===== config.mk =====
export PLATFORM = sky130hd
export DESIGN_NAME = ws2812_pixel_symbol_encoder_top_flat
export DESIGN_NICKNAME = d
export VERILOG_FILES = /design/src/rtl/wse_pkg.sv /design/src/rtl/wse_if.sv /design/src/rtl/ws2812_pixel_symbol_encoder_top.sv /design/src/rtl/wse_scaler.sv /design/src/flat_wrapper.sv
export VERILOG_INCLUDE_DIRS = /design/src /design/src/rtl
export SDC_FILE = /design/constraint.sdc
export NUM_CORES = 1
export LEC_CHECK = 0
export BUFFER_PORTS_ARGS = -buffer_cell sky130_fd_sc_hd__buf_2
export CAP_MARGIN = 40
export CORE_MARGIN = 1
export CORE_UTILIZATION = 35
export DETAILED_ROUTE_END_ITERATION = 12
export PLACE_DENSITY_LB_ADDON = 0.1
export SKIP_CTS_REPAIR_TIMING = 1
export SLEW_MARGIN = 25
export SYNTH_ARGS = -nofsm -noshare
export SYNTH_HDL_FRONTEND = slang
export SYNTH_HIERARCHICAL = 1
export SYNTH_SLANG_ARGS = --single-unit

===== constraint.sdc =====
create_clock -name clk -period 6.6 [get_ports clk]
set_clock_uncertainty 0.15 [all_clocks]
set_input_delay 0 -clock clk [delete_from_list [all_inputs] [get_ports clk]]
set_output_delay 0 -clock clk [all_outputs]
set_load 0.02 [all_outputs]

===== src/rtl/assert_macros.svh =====
// assertion helpers used by the rtl
`ifndef ASSERT_MACROS_SVH
`define ASSERT_MACROS_SVH

// same-cycle implication, disabled during reset
`define WSE_ASSERT_NOW(lbl, clk, rst_n, ante, cons) \
  lbl: assert property (@(posedge clk) disable iff (!rst_n) (ante) |-> (cons)) \
    else $error("assertion failed");

// next-cycle implication, disabled during reset
`define WSE_ASSERT_NEXT(lbl, clk, rst_n, ante, cons) \
  lbl: assert property (@(posedge clk) disable iff (!rst_n) (ante) |=> (cons)) \
    else $error("assertion failed");

`endif


===== src/rtl/wse_pkg.sv =====
package wse_pkg;

  localparam int LEVEL_W     = 8;
  localparam int BRIGHT_W    = 7;
  localparam int PROD_W      = LEVEL_W + BRIGHT_W;
  localparam int COLOUR_W    = 3 * LEVEL_W;
  localparam int SYM_W       = 3;
  localparam int CFG_ADDR_W  = 3;
  localparam int CFG_DATA_W  = 32;

  localparam logic [SYM_W-1:0]    SYM_ONE      = 3'b110;
  localparam logic [SYM_W-1:0]    SYM_ZERO     = 3'b100;
  localparam logic [BRIGHT_W-1:0] FULL_SCALE   = 7'd100;
  localparam logic [BRIGHT_W-1:0] BRIGHT_RESET = 7'd20;

  // floor(p / 100) == (p * 5243) >> 19 for every p up to 255 * 100
  localparam int                RECIP_W     = 13;
  localparam logic [RECIP_W-1:0] RECIP_MUL  = 13'd5243;
  localparam int                RECIP_SHIFT = 19;

  // register index decoded from paddr[2]
  localparam logic REG_BRIGHTNESS = 1'b0;

  typedef struct packed {
    logic [LEVEL_W-1:0] green_level;
    logic [LEVEL_W-1:0] red_level;
    logic [LEVEL_W-1:0] blue_level;
  } pixel_t;

endpackage


===== src/rtl/wse_if.sv =====
interface wse_pix_if;
  import wse_pkg::*;

  logic               valid;
  logic               ready;
  logic [LEVEL_W-1:0] green_level;
  logic [LEVEL_W-1:0] red_level;
  logic [LEVEL_W-1:0] blue_level;

  modport source (output valid, green_level, red_level, blue_level, input ready);
  modport sink   (input valid, green_level, red_level, blue_level, output ready);
endinterface

interface wse_sym_if;
  import wse_pkg::*;

  logic             valid;
  logic             ready;
  logic [SYM_W-1:0] line_symbol;
  logic             last_symbol;

  modport source (output valid, line_symbol, last_symbol, input ready);
  modport sink   (input valid, line_symbol, last_symbol, output ready);
endinterface


===== src/rtl/ws2812_pixel_symbol_encoder_top.sv =====
// WS2812 pixel symbol encoder: a pixel beat (green, red, blue levels) is scaled by
// the brightness register (level * brightness / 100, truncated; a write whose low
// seven bits exceed 100 is stored as 100, reset value 20), packed green-red-blue
// and sent out as PIXEL_BITS symbol beats, msb first, 110 for a one and 100 for a
// zero, with last_symbol set on the final beat. When PIXEL_BITS is above 24 the
// leading extra positions go out as zero symbols. Throughput is one symbol per
// cycle while the output keeps ready high; this is set by the output shift
// register, which sends one bit per cycle, and the next pixel loads as the last
// beat of the one before leaves. A pixel passes from the input register through
// the multiply into the product register, then through the reciprocal divide
// into the shift register, where its first symbol is presented. The two scaler
// stages hold up to two further pixels, so input beats are still taken while a
// pixel is shifting out until both are full. Brightness sits at byte address 0
// of the apb port; write it only while the block is empty.
`include "assert_macros.svh"

module ws2812_pixel_symbol_encoder_top #(
  parameter int PIXEL_BITS = 24
) (
  input  logic                               clk,
  input  logic                               rst_n,
  wse_pix_if.sink                            in_chan,
  wse_sym_if.source                          out_chan,
  input  logic                               cfg_psel,
  input  logic                               cfg_penable,
  input  logic                               cfg_pwrite,
  input  logic [wse_pkg::CFG_ADDR_W-1:0]     cfg_paddr,
  input  logic [wse_pkg::CFG_DATA_W-1:0]     cfg_pwdata,
  output logic [wse_pkg::CFG_DATA_W-1:0]     cfg_prdata,
  output logic                               cfg_pready
);
  import wse_pkg::*;

  localparam int CW = $clog2(PIXEL_BITS);

  // configuration
  logic [BRIGHT_W-1:0] bright_r;
  logic [BRIGHT_W-1:0] bright_nxt;
  logic                cfg_wr;

  // scaler handshake
  pixel_t              pix;
  logic                sc_valid;
  logic                sc_ready;
  logic [COLOUR_W-1:0] sc_word;

  // serializer
  logic [PIXEL_BITS-1:0] shift_r;
  logic [CW-1:0]         cnt_r;
  logic                  s_v_r;
  logic                  last;
  logic                  out_acc;
  logic                  s_free;
  logic                  s_load;

  // ---------------- apb register ----------------
  assign cfg_pready = 1'b1;
  assign cfg_wr     = cfg_psel && cfg_penable && cfg_pwrite;

  // clamp on write so the stored value never passes full scale
  always_comb begin
    bright_nxt = cfg_pwdata[BRIGHT_W-1:0];
    if (bright_nxt > FULL_SCALE) begin
      bright_nxt = FULL_SCALE;
    end
  end

  always_ff @(posedge clk) begin
    if (!rst_n) begin
      bright_r <= BRIGHT_RESET;
    end else if (cfg_wr && cfg_paddr[2] == REG_BRIGHTNESS) begin
      bright_r <= bright_nxt;
    end
  end

  assign cfg_prdata = (cfg_paddr[2] == REG_BRIGHTNESS) ?
                      CFG_DATA_W'(bright_r) : '0;

  // ---------------- scaling pipeline ----------------
  assign pix.green_level = in_chan.green_level;
  assign pix.red_level   = in_chan.red_level;
  assign pix.blue_level  = in_chan.blue_level;

  wse_scaler u_scaler (
    .clk        (clk),
    .rst_n      (rst_n),
    .pix_valid  (in_chan.valid),
    .pix_ready  (in_chan.ready),
    .pix        (pix),
    .bright     (bright_r),
    .word_valid (sc_valid),
    .word_ready (sc_ready),
    .word       (sc_word)
  );

  // ---------------- symbol serializer ----------------
  // the shift register is free when empty or when its last beat leaves now
  assign last     = (cnt_r == CW'(PIXEL_BITS - 1));
  assign out_acc  = out_chan.valid && out_chan.ready;
  assign s_free   = !s_v_r || (out_acc && last);
  assign sc_ready = s_free;
  assign s_load   = sc_valid && s_free;

  always_ff @(posedge clk) begin
    if (!rst_n) begin
      s_v_r   <= 1'b0;
      cnt_r   <= '0;
      shift_r <= '0;
    end else if (s_load) begin
      // packed word lands in the low bits, extra msbs read as zero
      s_v_r   <= 1'b1;
      cnt_r   <= '0;
      shift_r <= PIXEL_BITS'(sc_word);
    end else if (out_acc) begin
      shift_r <= shift_r << 1;
      cnt_r   <= cnt_r + CW'(1);
      if (last) begin
        s_v_r <= 1'b0;
      end
    end
  end

  assign out_chan.valid       = s_v_r;
  assign out_chan.line_symbol = shift_r[PIXEL_BITS-1] ? SYM_ONE : SYM_ZERO;
  assign out_chan.last_symbol = last;

  // ---------------- checks ----------------
  `WSE_ASSERT_NOW(a_bright_clamped, clk, rst_n, 1'b1, bright_r <= FULL_SCALE)
  `WSE_ASSERT_NEXT(a_load_restarts, clk, rst_n, s_load, s_v_r && cnt_r == '0)
  `WSE_ASSERT_NEXT(a_count_steps, clk, rst_n, out_acc && !last, s_v_r && cnt_r == $past(cnt_r) + CW'(1))
  `WSE_ASSERT_NEXT(a_drain_idle, clk, rst_n, out_acc && last && !sc_valid, !s_v_r)

endmodule


===== src/rtl/wse_scaler.sv =====
module wse_scaler (
  input  logic                              clk,
  input  logic                              rst_n,
  input  logic                              pix_valid,
  output logic                              pix_ready,
  input  wse_pkg::pixel_t                   pix,
  input  logic [wse_pkg::BRIGHT_W-1:0]      bright,
  output logic                              word_valid,
  input  logic                              word_ready,
  output logic [wse_pkg::COLOUR_W-1:0]      word
);
  import wse_pkg::*;

  localparam int QW = PROD_W + RECIP_W;

  logic               a_v_r;
  pixel_t             a_pix_r;
  logic               b_v_r;
  logic [PROD_W-1:0]  b_prod_r [3];
  logic               a_ready;
  logic               b_ready;
  logic [PROD_W-1:0]  prod [3];
  logic [LEVEL_W-1:0] quot [3];

  assign b_ready   = !b_v_r || word_ready;
  assign a_ready   = !a_v_r || b_ready;
  assign pix_ready = a_ready;

  // stage a: capture pixel
  always_ff @(posedge clk) begin
    if (!rst_n) begin
      a_v_r <= 1'b0;
    end else if (a_ready) begin
      a_v_r <= pix_valid;
    end
  end

  always_ff @(posedge clk) begin
    if (a_ready && pix_valid) begin
      a_pix_r <= pix;
    end
  end

  // channel times brightness
  assign prod[0] = PROD_W'(a_pix_r.green_level) * PROD_W'(bright);
  assign prod[1] = PROD_W'(a_pix_r.red_level)   * PROD_W'(bright);
  assign prod[2] = PROD_W'(a_pix_r.blue_level)  * PROD_W'(bright);

  // stage b: products
  always_ff @(posedge clk) begin
    if (!rst_n) begin
      b_v_r <= 1'b0;
    end else if (b_ready) begin
      b_v_r <= a_v_r;
    end
  end

  always_ff @(posedge clk) begin
    if (b_ready && a_v_r) begin
      b_prod_r <= prod;
    end
  end

  // divide by 100 through the reciprocal
  always_comb begin
    for (int i = 0; i < 3; i++) begin
      quot[i] = LEVEL_W'((QW'(b_prod_r[i]) * QW'(RECIP_MUL)) >> RECIP_SHIFT);
    end
  end

  assign word_valid = b_v_r;
  assign word       = {quot[0], quot[1], quot[2]};

endmodule

===== src/flat_wrapper.sv =====
// flat-port wrapper written by rule: the top's interface ports become plain ports
module ws2812_pixel_symbol_encoder_top_flat import wse_pkg::*;
#(
  parameter int PIXEL_BITS = 24
)
  (clk, rst_n, cfg_psel, cfg_penable, cfg_pwrite, cfg_paddr, cfg_pwdata, cfg_prdata, cfg_pready, in_chan_valid, in_chan_green_level, in_chan_red_level, in_chan_blue_level, in_chan_ready, out_chan_valid, out_chan_line_symbol, out_chan_last_symbol, out_chan_ready);
  wse_pix_if in_chan_i ();
  wse_sym_if out_chan_i ();
  input  logic clk;
  input  logic rst_n;
  input  logic cfg_psel;
  input  logic cfg_penable;
  input  logic cfg_pwrite;
  input  logic [wse_pkg::CFG_ADDR_W-1:0] cfg_paddr;
  input  logic [wse_pkg::CFG_DATA_W-1:0] cfg_pwdata;
  output logic [wse_pkg::CFG_DATA_W-1:0] cfg_prdata;
  output logic cfg_pready;
  input wire logic [$bits(in_chan_i.valid)-1:0] in_chan_valid;
  input wire logic [$bits(in_chan_i.green_level)-1:0] in_chan_green_level;
  input wire logic [$bits(in_chan_i.red_level)-1:0] in_chan_red_level;
  input wire logic [$bits(in_chan_i.blue_level)-1:0] in_chan_blue_level;
  output wire logic [$bits(in_chan_i.ready)-1:0] in_chan_ready;
  output wire logic [$bits(out_chan_i.valid)-1:0] out_chan_valid;
  output wire logic [$bits(out_chan_i.line_symbol)-1:0] out_chan_line_symbol;
  output wire logic [$bits(out_chan_i.last_symbol)-1:0] out_chan_last_symbol;
  input wire logic [$bits(out_chan_i.ready)-1:0] out_chan_ready;
  assign in_chan_i.valid = in_chan_valid;
  assign in_chan_i.green_level = in_chan_green_level;
  assign in_chan_i.red_level = in_chan_red_level;
  assign in_chan_i.blue_level = in_chan_blue_level;
  assign in_chan_ready = in_chan_i.ready;
  assign out_chan_valid = out_chan_i.valid;
  assign out_chan_line_symbol = out_chan_i.line_symbol;
  assign out_chan_last_symbol = out_chan_i.last_symbol;
  assign out_chan_i.ready = out_chan_ready;
  ws2812_pixel_symbol_encoder_top #(.PIXEL_BITS(PIXEL_BITS)) u_core (.clk(clk), .rst_n(rst_n), .in_chan(in_chan_i), .out_chan(out_chan_i), .cfg_psel(cfg_psel), .cfg_penable(cfg_penable), .cfg_pwrite(cfg_pwrite), .cfg_paddr(cfg_paddr), .cfg_pwdata(cfg_pwdata), .cfg_prdata(cfg_prdata), .cfg_pready(cfg_pready));
endmodule

Yosys cells after proc, flatten, opt, wreduce, memory -nomap -nowiden

Index checks and enable logic that the tools add are counted.

Bits in latches: 0
Bits of input ports: 66
Memory bits (read-only): 0
Memory bits (writable): 0
Logic and storage cells: 49
Memories: 0
Flip-flop bits (word level): 108

Shifts and indexed selects: 0
Add/subtract/negate cells: 1
Multiply operators: 6
Reduce and logical (&&, ||, !) cells: 18
Magnitude comparators: 1
Equal/unequal tests: 1
Muxes and demuxes: 8
Bitwise gates (word level): 2
Divide/modulo/power cells: 0

Operator list:

| operator                                             | number |
|---|---|
| multiplier 15 x 13 -> 27 bit (second input constant) | 3 |
| two-way mux 24 bit                                   | 2 |
| multiplier 8 x 7 -> 15 bit                           | 3 |
| two-way mux 7 bit                                    | 2 |
| logical AND 1 bit                                    | 8 |
| > comparator 7 bit (second input constant)           | 1 |
| adder 5 x 1 -> 5 bit (second input constant)         | 1 |
| == test 5 bit (second input constant)                | 1 |
| nonzero test 2 bit                                   | 2 |
| zero test 1 bit                                      | 3 |
| logical OR 1 bit                                     | 3 |
| two-way mux 1 bit                                    | 3 |
| two-way mux 2 bit                                    | 1 |
| NOT 1 bit                                            | 2 |
| AND reduction 2 bit                                  | 1 |
| OR reduction 2 bit                                   | 1 |

Depth between registers and ports, before layout

Depth after elaboration: 6
Depth in mapped cells: 20
Depth with buffers taken out: 20

Modules after synthesis

Netlist, hierarchy kept.

Modules (own cells, without submodules):

| module                          | cells each | area an instance (um^2) | times used | sequential area each (um^2) |
|---|---|---|---|---|
| wse_scaler                      | 1765       | 17813.3                 | 1          | 2112.0 |
| ws2812_pixel_symbol_encoder_top | 303        | 2605.0                  | 1          | 740.7 |

Worst setup path after synthesis

No wires, ideal clock.

Kind: reg-to-reg
Start point: register u_core/u_scaler/b_prod_r[41] (netlist name)
End point: register u_core.shift_r[23]
Path slack: 963 ps
Period minus slack after synthesis: 5637 ps
Arrival time: 5396 ps
Path buffers: 0
Stages on the path, launching flop included: 21
Data required time: 6359 ps
Cells stage by stage: edfxtp_1 fa_1 ha_1 inv_1 fa_1 inv_1 fa_1 inv_1 fa_1 inv_1 ha_1 and4_1 and3_1 a32o_1 a211o_2 a31o_1 or4_1 nand3_1 mux2_2 o221ai_1 a311oi_1

Longest elaborated chain between the ends: 2

Ends and longest elaborated chain:

| what                         | RTL line                               | source |
|---|---|---|
| start, declared              | wse_scaler.sv:19                       | `logic [PROD_W-1:0] b_prod_r [3];` |
| start signal, assigned       | wse_scaler.sv:60                       | `b_prod_r <= prod;` |
| multiplier 15 x 13 -> 27 bit | wse_scaler.sv:67                       | `quot[i] = LEVEL_W'((QW'(b_prod_r[i]) * QW'(RECIP_MUL)) >> RECIP_SHIFT);` |
| via u_core.sc_word[23]       | ws2812_pixel_symbol_encoder_top.sv:45  | `logic [COLOUR_W-1:0] sc_word;` |
| two-way mux 24 bit           | ws2812_pixel_symbol_encoder_top.sv:109 | `end else if (s_load) begin` |
| end signal, assigned         | ws2812_pixel_symbol_encoder_top.sv:113 | `shift_r <= PIXEL_BITS'(sc_word);` |
| end signal, assigned         | ws2812_pixel_symbol_encoder_top.sv:115 | `shift_r <= shift_r << 1;` |
| end, declared                | ws2812_pixel_symbol_encoder_top.sv:48  | `logic [PIXEL_BITS-1:0] shift_r;` |

The timed path passes the listed nets, and every way through them passes these cells.
A chain may end at the register's enable or synchronous reset.

Final worst setup path

Start point: register u_core/u_scaler/b_prod_r[22] (netlist name)
End point: register u_core.shift_r[15]

The elaborated chain is that of the path after synthesis.

==> results.md <==
* Status: finished with violations
* Failing checks: DRC
* WP buf/inv at 2
* Layout area overhead at 8.73%
* CTS Sinks at 108
* Total number of vias at 13572
* Max VDD drop at 0.430 mV
* Remaining Overflow, GRT at 0
* Ys Warns at 6
* Final core occ at 0.385
* Drt first pass iters at 8
* Area of the mapped netlist at 20400 sq um
* First-pass GRT wire length at 73300 um
* Root buf cell: clkbuf_16
* Worst r2r path cells at 18
* FFs w/ async S/R, synth at 0
* Worst-path cell chain: ha_1 -> fa_1 -> fa_1 -> ha_1 -> inv_1 -> fa_1 -> inv_1 -> ha_1 -> a2111oi_0 -> o21ai_1 -> a211o_1 -> a211oi_2 -> o211ai_1 -> a31oi_1 -> xnor2_1 -> mux2_2 -> o221ai_1 -> a311oi_1
* CP Capture Type: flop
* TritonCTS clock tree: yes
* RSZ-0062 raised after global routing: no
* Hold Crit Endpoint: u_core/u_scaler/a_pix_r[20]
* Top Ports at 105
* Multi-input logic area at 15300 sq um
* Fmax at 165 MHz
* CTS buffer count at 9
* Synth Area per Inst at 9.87 sq um
* RR Endpoint: u_core/shift_r[15]
* DR WL/cell at 14.7 um
* H-tree Lvls at 3
* Synth area leader: fa_1
* Setup tns final at 0 ps
* Max Cap Violations at 0
* Slowest-stage cell, CP: edfxtp_1
* Initial antenna violation count at 1
* # fillers at 5873
* Worst hold slack at 163 ps
* DR DRC count at 1
* Clock buffer depth at 2
* Family with the most delay on the worst path: adder cells
* Ant diodes at 0
* Top-area cell type share of the netlist area at 0.285
* Critical path data required time at 6740 ps
* Post-synth EDFFs at 69
* Crit share post-route at 0.917
* Final Critical Period at 6050 ps
* Gr usage total at 0.152
* Rows at 88
* # port buffers at 49
* R2r startpoint: u_core/u_scaler/b_prod_r[22]
* Seq cells post-synth at 108
* Top cells by area, synth: fa_1 (29%), ha_1 (24%), edfxtp_1 (10%)
* Data arrival, critical path at 6190 ps
* Setup violators final at 0
* Rel. slew slack at 0.448
* Vias per cell at 4.66
* Leakage at 11.5 nW
* Fin. max-slew vios at 0
* Die height at 244 um
* Final HPWL DP at 36300 um
* Die X at 244 um
* Total power at 9.58 mW
* Synth unique cells at 68
* Final WL at 42900 um
* Syn Inst Count at 2068
* Layout cells sized above 1 at 0.0550
* Power Density at 432 nW/um^2
* Hold Path Stages at 2
* CP Class: flop to flop
* Hold path startpoint: in_chan_green_level[4]
* FF-to-FF setup slack at 550 ps
* Routed Antenna Nets at 0
* Clock Pin Slew Worst Setup and Hold Paths at 80 ps
* Largest net degree at the start of global routing at 55
* Die ar. at 59300 sq um
* Sequential Area at 2860 sq um
* Final nets at 2893
* RePlAce Congestion at 0.816
* Critical-path maximum fanout at 6
* Sequential cell area fraction in the yosys report at 0.140
* Vias in the first global route at 14374
* Placed instance area at 21400 sq um
* Core area at 57700 sq um
* Post-route cell area at 22200 sq um
* Most used DFF post-synth: edfxtp_1
* Worst setup SP type: flop
* 1st-iter DRT viols at 473
* Crit-path max cell delay at 570 ps
* Final Hold Fails at 0
* Min-Delay Path Class: input port to flop
* Initial cell density of the core at 0.354
* Worst slew pin tran at 825 ps
* Clock Latency Late Sink at 390 ps
routing by layer:
metal,share of wire,GRT usage
met3,0.016,0.0150
met1,0.52,0.220
met2,0.45,0.247
met4,0.0082,0.0246
met5,0,0
registers in the layout, indices dropped and copies added (netlist names):
name,count
u_core/bright_r,7
u_core/shift_r,24
u_core/u_scaler/b_prod_r,45
u_core/u_scaler/a_v_r,1
u_core/cnt_r,5
u_core/u_scaler/a_pix_r,24
u_core/out_chan.valid,1
u_core/u_scaler/word_valid,1
logic make-up after synthesis:
| kind of cell | after synthesis | share of synthesized area |
|---|---|---|
| other cells | 2 | 0.000368 |
| compound gates | 242 | 0.0837 |
| fa+ha+maj | 685 | 0.527 |
| flops | 108 | 0.140 |
| xor+xnor | 67 | 0.0287 |
| buf+inv | 591 | 0.117 |
| simple gates | 351 | 0.0921 |
| mux | 22 | 0.0121 |
metrics by stage:
stage               worst slack, ps  cells
global route                    163   2912
CTS                             478   2867
detailed placement              524   2851
finish                          549   2912
global placement                607   2849
floorplan                       963   2094
worst max path at each step:
stage / slack [ps] / cells after the start / startpoint / endpoint
2_1_floorplan: 960 / 20 / u_core/u_scaler/b_prod_r[41] / u_core/shift_r[23]
3_3_place_gp: 610 / 20 / u_core/u_scaler/b_prod_r[43] / u_core/shift_r[23]
3_5_place_dp: 520 / 18 / u_core/u_scaler/b_prod_r[22] / u_core/shift_r[15]
4_1_cts: 480 / 18 / u_core/u_scaler/b_prod_r[22] / u_core/shift_r[15]
5_1_grt: 160 / 18 / u_core/u_scaler/b_prod_r[22] / u_core/shift_r[15]
6_report: 550 / 18 / u_core/u_scaler/b_prod_r[22] / u_core/shift_r[15]
cell usage after synthesis, types with 22 or more instances:
library cell and n:
clkbuf_1 24, dfxtp_1 39, nand2_1 109, a311oi_1 24
a21oi_1 65, nand3_1 25, and2_1 102, fa_1 291
edfxtp_1 69, o221ai_1 24, inv_1 519, buf_4 36
ha_1 394, xnor2_1 44, xor2_1 23, o21ai_0 22
where the power goes:
| group | leakage [nW] | switching, mW | internal [mW] |
|---|---|---|---|
| logic | 10.3 | 4.59 | 3.47 |
| registers | 0.979 | 0.119 | 0.820 |
| clock network | 0.150 | 0.308 | 0.274 |
final cells by class:
| type | count | area share |
|---|---|---|
| clock buffer | 9 | 0.0101 |
| clock inverter | 7 | 0.00366 |
| inverter | 520 | 0.0879 |
| multi-input combinational | 1395 | 0.689 |
| sequential | 108 | 0.129 |
| tap | 765 | 0.0431 |
| timing repair buffer | 108 | 0.0378 |
cell usage in the layout (no fill, tap or decap), types with 19 or more instances in the layout:
master         instances
inv_1                519
ha_1                 394
fa_1                 291
nand2_1              109
and2_1               102
edfxtp_1              69
a21oi_1               65
buf_2                 49
dlygate4sd3_1         44
xnor2_1               44
dfxtp_1               37
conb_1                28
nand3_1               25
o221ai_1              24
a311oi_1              24
xor2_1                23
o21ai_0               22
a211oi_1              21
mux2_2                21
a21o_1                19
(Power assumes the default switching activity.)
